==> config.mk <==
export PLATFORM = sky130hd
export DESIGN_NAME = ps2_mouse_packet_cursor_tracker
export DESIGN_NICKNAME = d
export VERILOG_FILES = /design/src/design/ps2mct_pkg.sv /design/src/design/ps2mct_in_reg.sv /design/src/design/ps2mct_core.sv /design/src/design/ps2mct_out_reg.sv /design/src/design/ps2_mouse_packet_cursor_tracker.sv
export SDC_FILE = /design/constraint.sdc
export NUM_CORES = 1
export LEC_CHECK = 0
export ABC_AREA = 1
export BUFFER_PORTS_ARGS = -buffer_cell sky130_fd_sc_hd__buf_2
export CAP_MARGIN = 20
export CORE_MARGIN = 8
export CORE_UTILIZATION = 45
export CTS_CLUSTER_SIZE = 12
export DETAILED_ROUTE_END_ITERATION = 10
export PLACE_DENSITY_LB_ADDON = 0.25
export SKIP_CTS_REPAIR_TIMING = 1
export SLEW_MARGIN = 15
export SYNTH_ARGS = -nofsm -noshare
export SYNTH_HDL_FRONTEND = slang
export SYNTH_HIERARCHICAL = 1
export SYNTH_SLANG_ARGS = --single-unit
export TNS_END_PERCENT = 5
==> constraint.sdc <==
create_clock -name clk -period 7.9 [get_ports clk]
set_clock_uncertainty 0.15 [all_clocks]
set_input_delay 1.58 -clock clk [delete_from_list [all_inputs] [get_ports clk]]
set_output_delay 1.58 -clock clk [all_outputs]
set_load 0.01 [all_outputs]
==> src/design/ps2mct_pkg.sv <==
// package: payload types, config indexes, sizes and byte phase codes for the ps2 cursor tracker
`default_nettype none
package ps2mct_pkg;

  localparam int POS_WIDTH = 8;
  localparam int CALC_W    = POS_WIDTH + 2;
  localparam int CFG_IDX_W = 2;

  localparam logic [CFG_IDX_W-1:0] CFG_X_LIMIT = 2'd0;
  localparam logic [CFG_IDX_W-1:0] CFG_Y_LIMIT = 2'd1;

  localparam logic [7:0] X_LIMIT_RST = 8'd79;
  localparam logic [7:0] Y_LIMIT_RST = 8'd25;
  localparam int         POS_X_RST   = 42;
  localparam int         POS_Y_RST   = 15;

  localparam int STAT_FULL_BIT = 0;
  localparam int STAT_AUX_BIT  = 5;
  localparam int SYNC_BIT      = 3;
  localparam int OVF_X_BIT     = 6;
  localparam int OVF_Y_BIT     = 7;
  localparam int LEFT_BIT      = 0;
  localparam int RIGHT_BIT     = 1;

  localparam logic [1:0] PH_HDR = 2'd0;
  localparam logic [1:0] PH_DX  = 2'd1;
  localparam logic [1:0] PH_DY  = 2'd2;

  typedef struct packed {
    logic [7:0] ctrl_status;
    logic [7:0] rx_byte;
  } in_item_t;

  typedef struct packed {
    logic [7:0] cursor_x;
    logic [7:0] cursor_y;
    logic       left_pressed;
    logic       right_pressed;
  } out_item_t;

  typedef struct packed {
    logic      vld;
    out_item_t item;
  } res_t;

endpackage
`default_nettype wire

==> src/design/ps2mct_in_reg.sv <==
// input register stage holding one request for the decoder
`default_nettype none
module ps2mct_in_reg (
  input  wire                      clk,
  input  wire                      rst_n,
  input  wire                      in_valid,
  output logic                     in_ready,
  input  ps2mct_pkg::in_item_t     in_data,
  input  wire                      take,
  output logic                     stg_vld,
  output ps2mct_pkg::in_item_t     stg_item
);
  import ps2mct_pkg::*;

  logic     vld_r, vld_nxt;
  in_item_t item_r;

  // take means the decoder consumes the held request this cycle
  assign in_ready = !vld_r || take;

  always_comb begin
    vld_nxt = vld_r;
    if (in_valid && in_ready) begin
      vld_nxt = 1'b1;
    end else if (take) begin
      vld_nxt = 1'b0;
    end
  end

  always_ff @(posedge clk) begin
    if (!rst_n) begin
      vld_r <= 1'b0;
    end else begin
      vld_r <= vld_nxt;
    end
  end

  always_ff @(posedge clk) begin
    if (in_valid && in_ready) begin
      item_r <= in_data;
    end
  end

  assign stg_vld  = vld_r;
  assign stg_item = item_r;

endmodule
`default_nettype wire

==> src/design/ps2mct_core.sv <==
// packet assembly, cursor update with clamping, and limit registers
`default_nettype none
module ps2mct_core (
  input  wire                           clk,
  input  wire                           rst_n,
  input  wire                           adv,
  input  ps2mct_pkg::in_item_t          item,
  input  wire                           cfg_valid,
  input  wire [ps2mct_pkg::CFG_IDX_W-1:0] cfg_index,
  input  wire [7:0]                     cfg_data,
  output ps2mct_pkg::res_t              res
);
  import ps2mct_pkg::*;

  logic [1:0]           phase_r, phase_nxt;
  logic [7:0]           hdr_r, hdr_nxt;
  logic [7:0]           dx_r, dx_nxt;
  logic [POS_WIDTH-1:0] pos_x_r, pos_x_nxt;
  logic [POS_WIDTH-1:0] pos_y_r, pos_y_nxt;
  logic [7:0]           x_lim_r, y_lim_r;

  logic                    counted;
  logic signed [CALC_W-1:0] nx, ny, x_lim_ext, y_lim_ext;
  logic [POS_WIDTH-1:0]    cx, cy;
  logic [POS_WIDTH+7:0]    cx_wide, cy_wide;

  assign counted = item.ctrl_status[STAT_FULL_BIT] && item.ctrl_status[STAT_AUX_BIT];

  assign x_lim_ext = $signed({{(CALC_W-8){1'b0}}, x_lim_r});
  assign y_lim_ext = $signed({{(CALC_W-8){1'b0}}, y_lim_r});
  assign nx = $signed({2'b00, pos_x_r}) + $signed({{(CALC_W-8){dx_r[7]}}, dx_r});
  assign ny = $signed({2'b00, pos_y_r})
            - $signed({{(CALC_W-8){item.rx_byte[7]}}, item.rx_byte});

  always_comb begin
    if (nx > x_lim_ext) begin
      cx = x_lim_ext[POS_WIDTH-1:0];
    end else if (nx < 0) begin
      cx = '0;
    end else begin
      cx = nx[POS_WIDTH-1:0];
    end
    if (ny > y_lim_ext) begin
      cy = y_lim_ext[POS_WIDTH-1:0];
    end else if (ny < 0) begin
      cy = '0;
    end else begin
      cy = ny[POS_WIDTH-1:0];
    end
  end

  assign cx_wide = {8'b0, cx};
  assign cy_wide = {8'b0, cy};

  always_comb begin
    phase_nxt = phase_r;
    hdr_nxt   = hdr_r;
    dx_nxt    = dx_r;
    pos_x_nxt = pos_x_r;
    pos_y_nxt = pos_y_r;
    res.vld   = 1'b0;
    res.item.cursor_x      = cx_wide[7:0];
    res.item.cursor_y      = cy_wide[7:0];
    res.item.left_pressed  = hdr_r[LEFT_BIT];
    res.item.right_pressed = hdr_r[RIGHT_BIT];
    if (adv && counted) begin
      case (phase_r)
        PH_DX: begin
          dx_nxt    = item.rx_byte;
          phase_nxt = PH_DY;
        end
        PH_DY: begin
          phase_nxt = PH_HDR;
          if (!hdr_r[OVF_X_BIT] && !hdr_r[OVF_Y_BIT]) begin
            pos_x_nxt = cx;
            pos_y_nxt = cy;
            res.vld   = 1'b1;
          end
        end
        default: begin
          // header slot, also resyncs from the unused phase
          phase_nxt = PH_HDR;
          if (item.rx_byte[SYNC_BIT]) begin
            hdr_nxt   = item.rx_byte;
            phase_nxt = PH_DX;
          end
        end
      endcase
    end
  end

  always_ff @(posedge clk) begin
    if (!rst_n) begin
      phase_r <= PH_HDR;
      hdr_r   <= '0;
      dx_r    <= '0;
      pos_x_r <= POS_X_RST[POS_WIDTH-1:0];
      pos_y_r <= POS_Y_RST[POS_WIDTH-1:0];
    end else begin
      phase_r <= phase_nxt;
      hdr_r   <= hdr_nxt;
      dx_r    <= dx_nxt;
      pos_x_r <= pos_x_nxt;
      pos_y_r <= pos_y_nxt;
    end
  end

  always_ff @(posedge clk) begin
    if (!rst_n) begin
      x_lim_r <= X_LIMIT_RST;
      y_lim_r <= Y_LIMIT_RST;
    end else if (cfg_valid) begin
      if (cfg_index == CFG_X_LIMIT) begin
        x_lim_r <= cfg_data;
      end else if (cfg_index == CFG_Y_LIMIT) begin
        y_lim_r <= cfg_data;
      end
    end
  end

  a_res_only_on_dy: assert property (@(posedge clk) disable iff (!rst_n)
    res.vld |-> (adv && phase_r == PH_DY))
    else $error("result outside the third byte");

  a_back_to_hdr: assert property (@(posedge clk) disable iff (!rst_n)
    res.vld |=> (phase_r == PH_HDR))
    else $error("phase not reset after packet");

  a_hdr_synced: assert property (@(posedge clk) disable iff (!rst_n)
    (phase_r == PH_DX || phase_r == PH_DY) |-> hdr_r[SYNC_BIT])
    else $error("packet in progress without sync bit in header");

  a_ignored_hold: assert property (@(posedge clk) disable iff (!rst_n)
    (adv && !counted) |=> ($stable(phase_r) && $stable(pos_x_r) && $stable(pos_y_r)))
    else $error("state changed on a byte that does not count");

endmodule
`default_nettype wire

==> src/design/ps2mct_out_reg.sv <==
// result register toward the receiver
`default_nettype none
module ps2mct_out_reg (
  input  wire                    clk,
  input  wire                    rst_n,
  input  ps2mct_pkg::res_t       res,
  output logic                   free,
  output logic                   out_valid,
  input  wire                    out_ready,
  output ps2mct_pkg::out_item_t  out_data
);
  import ps2mct_pkg::*;

  logic      vld_r, vld_nxt;
  out_item_t item_r;

  assign free = !vld_r || out_ready;

  always_comb begin
    vld_nxt = vld_r;
    if (res.vld) begin
      vld_nxt = 1'b1;
    end else if (out_ready) begin
      vld_nxt = 1'b0;
    end
  end

  always_ff @(posedge clk) begin
    if (!rst_n) begin
      vld_r <= 1'b0;
    end else begin
      vld_r <= vld_nxt;
    end
  end

  always_ff @(posedge clk) begin
    if (res.vld) begin
      item_r <= res.item;
    end
  end

  assign out_valid = vld_r;
  assign out_data  = item_r;

endmodule
`default_nettype wire

==> src/design/ps2_mouse_packet_cursor_tracker.sv <==
// top level of the ps2 mouse packet decoder with cursor tracking
//
// in_*  : one request per controller read, status byte plus data byte.
//         bytes count only with status bits 0 and 5 set; three counted
//         bytes form a packet, and a packet without overflow moves the
//         cursor (clamped to the limits) and yields one result.
// out_* : cursor column/row and left/right button bits, one per packet without overflow.
// cfg_* : index 0 writes x_limit, index 1 writes y_limit; always ready.
// a result is valid once its third byte has passed the input register
// (loaded by the accepting edge) and then the result register (loaded
// when that byte advances). throughput: one request per cycle while the
// result register is free, set by the single input-to-result pass.
// reset (rst_n low, synchronous): cursor at 42/15, limits 79/25, packet
// assembly back to the header byte, both channels empty.
// a stalled receiver holds the result register; one more request still
// waits in the input register, and in_ready drops after that.
`default_nettype none
module ps2_mouse_packet_cursor_tracker (
  input  wire                              clk,
  input  wire                              rst_n,
  input  wire                              in_valid,
  output logic                             in_ready,
  input  ps2mct_pkg::in_item_t             in_data,
  output logic                             out_valid,
  input  wire                              out_ready,
  output ps2mct_pkg::out_item_t            out_data,
  input  wire                              cfg_valid,
  output logic                             cfg_ready,
  input  wire [ps2mct_pkg::CFG_IDX_W-1:0]  cfg_index,
  input  wire [7:0]                        cfg_data
);
  import ps2mct_pkg::*;

  logic     stg_vld, out_free, adv;
  in_item_t stg_item;
  res_t     res;

  assign cfg_ready = 1'b1;
  assign adv       = stg_vld && out_free;

  ps2mct_in_reg u_in_reg (
    .clk      (clk),
    .rst_n    (rst_n),
    .in_valid (in_valid),
    .in_ready (in_ready),
    .in_data  (in_data),
    .take     (adv),
    .stg_vld  (stg_vld),
    .stg_item (stg_item)
  );

  ps2mct_core u_core (
    .clk       (clk),
    .rst_n     (rst_n),
    .adv       (adv),
    .item      (stg_item),
    .cfg_valid (cfg_valid && cfg_ready),
    .cfg_index (cfg_index),
    .cfg_data  (cfg_data),
    .res       (res)
  );

  ps2mct_out_reg u_out_reg (
    .clk       (clk),
    .rst_n     (rst_n),
    .res       (res),
    .free      (out_free),
    .out_valid (out_valid),
    .out_ready (out_ready),
    .out_data  (out_data)
  );

endmodule
`default_nettype wire
Yosys cells after proc, flatten, opt, wreduce, memory -nomap -nowiden
Index checks and enable logic that the tools add are counted.
{"block": "totals", "reg_bits": 84, "latch_bits": 0, "ram_bits": 0, "mem_bits_ro": 0, "in_bits": 31, "output_inout_bits": 21, "word_cells": 59, "memories": 0}
{"block": "classes", "add_sub_neg": 2, "multipliers": 0, "div": 0, "magnitude_cmp": 4, "eq_ne": 3, "shifts": 0, "mux": 13, "n_bitwise": 2, "reduce_logical": 20}
{"operator": "8-bit 2-to-1 mux", "count": 4}
{"operator": "10-bit by 9-bit > comparator with 1-bit output", "count": 2}
{"operator": "10-bit by 1-bit less-than comparator with 1-bit output, second input constant", "count": 2}
{"operator": "9-bit by 8-bit adder with 10-bit output", "count": 1}
{"operator": "9-bit by 8-bit subtractor with 10-bit output", "count": 1}
{"operator": "3-bit AND reduction", "count": 3}
{"operator": "1-bit 2-to-1 mux", "count": 8}
{"operator": "1-bit logical AND", "count": 5}
{"operator": "2-bit by 1-bit == test with 1-bit output, second input constant", "count": 2}
{"operator": "1-bit logical NOT", "count": 4}
{"operator": "2-bit one-hot mux with 2 select lines", "count": 1}
{"operator": "2-bit AND reduction", "count": 2}
{"operator": "2-bit nonzero test", "count": 2}
{"operator": "2-bit == test, second input constant", "count": 1}
{"operator": "2-bit logical NOT", "count": 1}
{"operator": "1-bit logical OR", "count": 2}
{"operator": "1-bit inverter", "count": 2}
{"operator": "2-bit OR reduction", "count": 1}

Depth between registers and ports, before layout
{"block": "logic_depth", "depth_word": 6, "ltp_mapped": 23, "ltp_nobuf": 23}

Modules after synthesis
Netlist, hierarchy kept.
{"module": "ps2mct_core", "instances": 1, "cells_per_inst": 508, "area_each_um2": 3489.6, "seq_area_each_um2": 920.9}
{"module": "ps2mct_out_reg", "instances": 1, "cells_per_inst": 24, "area_each_um2": 586.8, "seq_area_each_um2": 560.5}
{"module": "ps2mct_in_reg", "instances": 1, "cells_per_inst": 23, "area_each_um2": 531.8, "seq_area_each_um2": 500.5}
{"module": "ps2_mouse_packet_cursor_tracker", "instances": 1, "cells_per_inst": 4, "area_each_um2": 18.8, "seq_area_each_um2": 0.0}

Worst setup path after synthesis
No wires, ideal clock.
{"block": "synth_timing", "path_kind": "input -> output", "from": "input port out_ready", "to": "output port in_ready", "t_arrival_ns": 1.893, "required_time_ns": 6.170, "setup_slack_ns": 4.277, "path_stages": 6, "path_buffers": 0, "path_cell_list": "inv_1 > nand2_2 > nand2_1 > inv_1 > inv_2 > nand2_2"}
{"block": "synth_between", "elab_chain_cells": 3}
{"element": "from (decl)", "line": "ps2_mouse_packet_cursor_tracker.sv:25", "text": "input wire out_ready,"}
{"element": "1-bit logical OR", "line": "ps2mct_out_reg.sv:17", "text": "assign free = !vld_r || out_ready;"}
{"element": "via out_free", "line": "ps2_mouse_packet_cursor_tracker.sv:34", "text": "logic stg_vld, out_free, adv;"}
{"element": "1-bit logical AND", "line": "ps2_mouse_packet_cursor_tracker.sv:39", "text": "assign adv = stg_vld && out_free;"}
{"element": "via adv", "line": "ps2_mouse_packet_cursor_tracker.sv:34"}
{"element": "1-bit logical OR", "line": "ps2mct_in_reg.sv:19", "text": "assign in_ready = !vld_r || take;"}
{"element": "to (decl)", "line": "ps2_mouse_packet_cursor_tracker.sv:22", "text": "output logic in_ready,"}
The timed path passes the listed nets, and every way through them passes these cells.

Final worst setup path
{"block": "layout_timing", "from": "input port out_ready", "to": "register u_core.pos_y_r[3]"}
{"block": "layout_between", "elab_chain_cells": 4}
{"element": "1-bit logical OR", "line": "ps2mct_out_reg.sv:17"}
{"element": "via out_free", "line": "ps2_mouse_packet_cursor_tracker.sv:34"}
{"element": "1-bit logical AND", "line": "ps2_mouse_packet_cursor_tracker.sv:39"}
{"element": "via adv", "line": "ps2_mouse_packet_cursor_tracker.sv:34"}
{"element": "1-bit logical AND", "line": "ps2mct_core.sv:66", "text": "if (adv && counted) begin"}
{"element": "3-bit AND reduction (no line)"}
{"element": "to (signal assigned)", "line": "ps2mct_core.sv:98", "text": "pos_y_r <= POS_Y_RST[POS_WIDTH-1:0];"}
{"element": "to (signal assigned)", "line": "ps2mct_core.sv:104", "text": "pos_y_r <= pos_y_nxt;"}
{"element": "to (decl)", "line": "ps2mct_core.sv:19", "text": "logic [POS_WIDTH-1:0] pos_y_r, pos_y_nxt;"}
The timed path passes the listed nets, and every way through them passes these cells.
A chain may end at the register's enable or synchronous reset.

==> impl_metrics.toml <==
[finish]
drive_gt1_share_pct = 17.1
syn_to_final_growth_pct = 12.6
antennaDiodeCount = 0
fin_nets = 666

[drt]
num_vias = 3645
wl_per_cell_um = 13.4
vias_per_cell = 4.96
drtAntennaViolNets = 0
drcViolationCount = 0
first_pass_iters = 5
first_iter_violations = 128
drt_wl_total_mm = 9.85

[sta]
setup_ws_ns = 3.91
slew_headroom_pct = 34.8
hold_viol = 0
fin_setup_tns_ns = 0
report.final.setup_viol = 0
finalMaxSlewViolations = 0
rsz0062_at_grt = "false"
worst-slew-pin-transition_ns = 0.971
period_share_pct = 50.5
fin_crit_ns = 3.99
max_freq_mhz = 250

[job]
maxCapViolCount = 0

[place]
place_hpwl_mm = 7.56
place_ws_ns = 3.51
io_buffers = 44
gp_congestion = 0.891

[worst_setup_path]
crit_chain = "buf_2 -> inv_1 -> nand2_2 -> nand2_1 -> inv_1 -> nand3_1 -> nor4_4 -> buf_4 -> clkinv_1 -> a21oi_1 -> nand2_1"
cp_slowest_cell = "nor4_4"
worstPathArrival_ns = 4.07
cp-end-kind = "flip-flop"
crit_fanout = 29
worst-setup-path-type = "input port to flip-flop"
worstSetupStartpointType = "input port"
worst-path-buf-inv = 5
cp_slowest_stage_delay_ns = 0.78
critical_path.top_delay_family = "simple AND/OR/NAND/NOR gates"
cp.required_ns = 7.98

[power_and_ir_drop]
finalPower_uw = 837
leakage_nw = 2.39
peakVddDrop_v = 0.000110
powerDensity_mw_per_mm2 = 167

[grt]
grt_pass1_vias = 3468
grt_pass1_wl_mm = 16.3
antenna_found_initial = 0
grt_remaining_overflow = 0
track_usage_pct = 15.3
grt_max_degree = 32

[clocking]
cts_tree = "built"
clockBufferDepth = 2
cts_root_buf = "clkbuf_8"
clk_pin_slew_ns = 0.09
clkSinkCount = 76
numCtsBuffers = 9
clock_latency_ns = 0.35
htreeDepth = 3

[yosys]
netlist_area_sq_mm = 0.00445
syn_nets = 622
avgSynthCellArea_sq_um = 8.04
ys_warn_count = 6
synthCells = 553

[outcome]
outcome = "finished, final reports clean"

[floorplan]
core_area_sq_mm = 0.00968
pin_count = 52
row_count = 36
die_h_um = 115
initial_utilization_pct = 45.9
die_area_sq_mm = 0.0133
fp.dieW_um = 115

[worst_hold_path]
holdCritPathClass = "flip-flop to flip-flop"
-- state kept, by name (all words and copies together) (netlist names) --
| signal | count |
|---|---|
| u_in_reg/stg_item | 10 |
| u_out_reg/out_data | 18 |
| u_core/pos_x_r | 8 |
| u_core/dx_r | 8 |
| u_core/pos_y_r | 8 |
| u_in_reg/stg_vld | 1 |
| u_core/x_lim_r | 8 |
| u_core/hdr_r | 4 |
| u_out_reg/out_valid | 1 |
| u_core/phase_r | 2 |
| u_core/y_lim_r | 8 |
-- cell usage in the layout, fill, tap and decap left out, types with 9 or more instances in the layout --
| cell | instances |
|---|---|
| clkbuf_8 | 9 |
| o21ai_0 | 23 |
| ha_1 | 36 |
| nand4_1 | 20 |
| nand2_1 | 106 |
| nand3_1 | 28 |
| buf_2 | 44 |
| dfxtp_1 | 48 |
| edfxtp_1 | 28 |
| nor2_1 | 37 |
| a21oi_1 | 43 |
| nand2_2 | 14 |
| inv_1 | 91 |
-- worst reg2reg max path, cell delays in order, from the launching register on --
cell and delay (ns):
edfxtp_1 0.44, ha_1 0.21, inv_1 0.10, fa_1 0.40, nand3_1 0.11, nand3_1 0.14, a31o_2 0.24, xor2_1 0.19
inv_1 0.07, ha_1 0.27, nand2_1 0.04, inv_1 0.08, nand3_2 0.10, nor2_4 0.14, nand3_4 0.14, nand3_4 0.19
nand2_1 0.09, and2_1 0.14
-- where the power goes --
group          internal, mW  switching (mW)  total (mW)
clock                 0.168           0.155       0.323
sequential            0.415         0.00484       0.420
combinational        0.0334          0.0607      0.0942
-- area by class of cell --
cell class,count,area (sq um)
fill,948,4680
sequential,76,1800
multi-input combinational,367,2230
timing repair buffer,45,228
clock inverter,6,67.6
clock buffer,10,149
tap,133,166
inverter,98,368
-- final timing paths --
| kind | depth (start not counted) | from | slack (ns) | endpoint |
|---|---|---|---|---|
| worst max-delay path | 11 | out_ready | 3.91 | u_core/pos_y_r[3] |
| worst min register to register | 0 | u_core/hdr_r[1] | 0.29 | u_out_reg/out_data[0] |
| worst min-delay path | 0 | u_core/hdr_r[1] | 0.29 | u_out_reg/out_data[0] |
| worst max register to register | 17 | u_in_reg/stg_item[0] | 4.42 | u_out_reg/out_data[4] |
-- per-stage QoR --
step           cells  hold slack (ns)  utilization [%]  instance area [sq um]
4_1_cts          735            0.291             51.7                   5010
3_5_place_dp     719            0.267             49.5                   4790
2_1_floorplan    553            0.291                -                   4450
3_3_place_gp     719            0.268             49.5                   4790
6_report         735            0.291             51.7                   5010
5_1_grt          735            0.320             51.7                   5010
-- metal layers --
| layer | track usage [%] | wire length (um) | vias up |
|---|---|---|---|
| met2 | 24.9 | 4570 | 99 |
| met5 | 0 | 0 | - |
| li1 | - | - | 1894 |
| met1 | 19.8 | 4700 | 1644 |
| met4 | 3.94 | 91 | 0 |
| met3 | 3.78 | 481 | 8 |
Power figures use the tool's default switching activity.
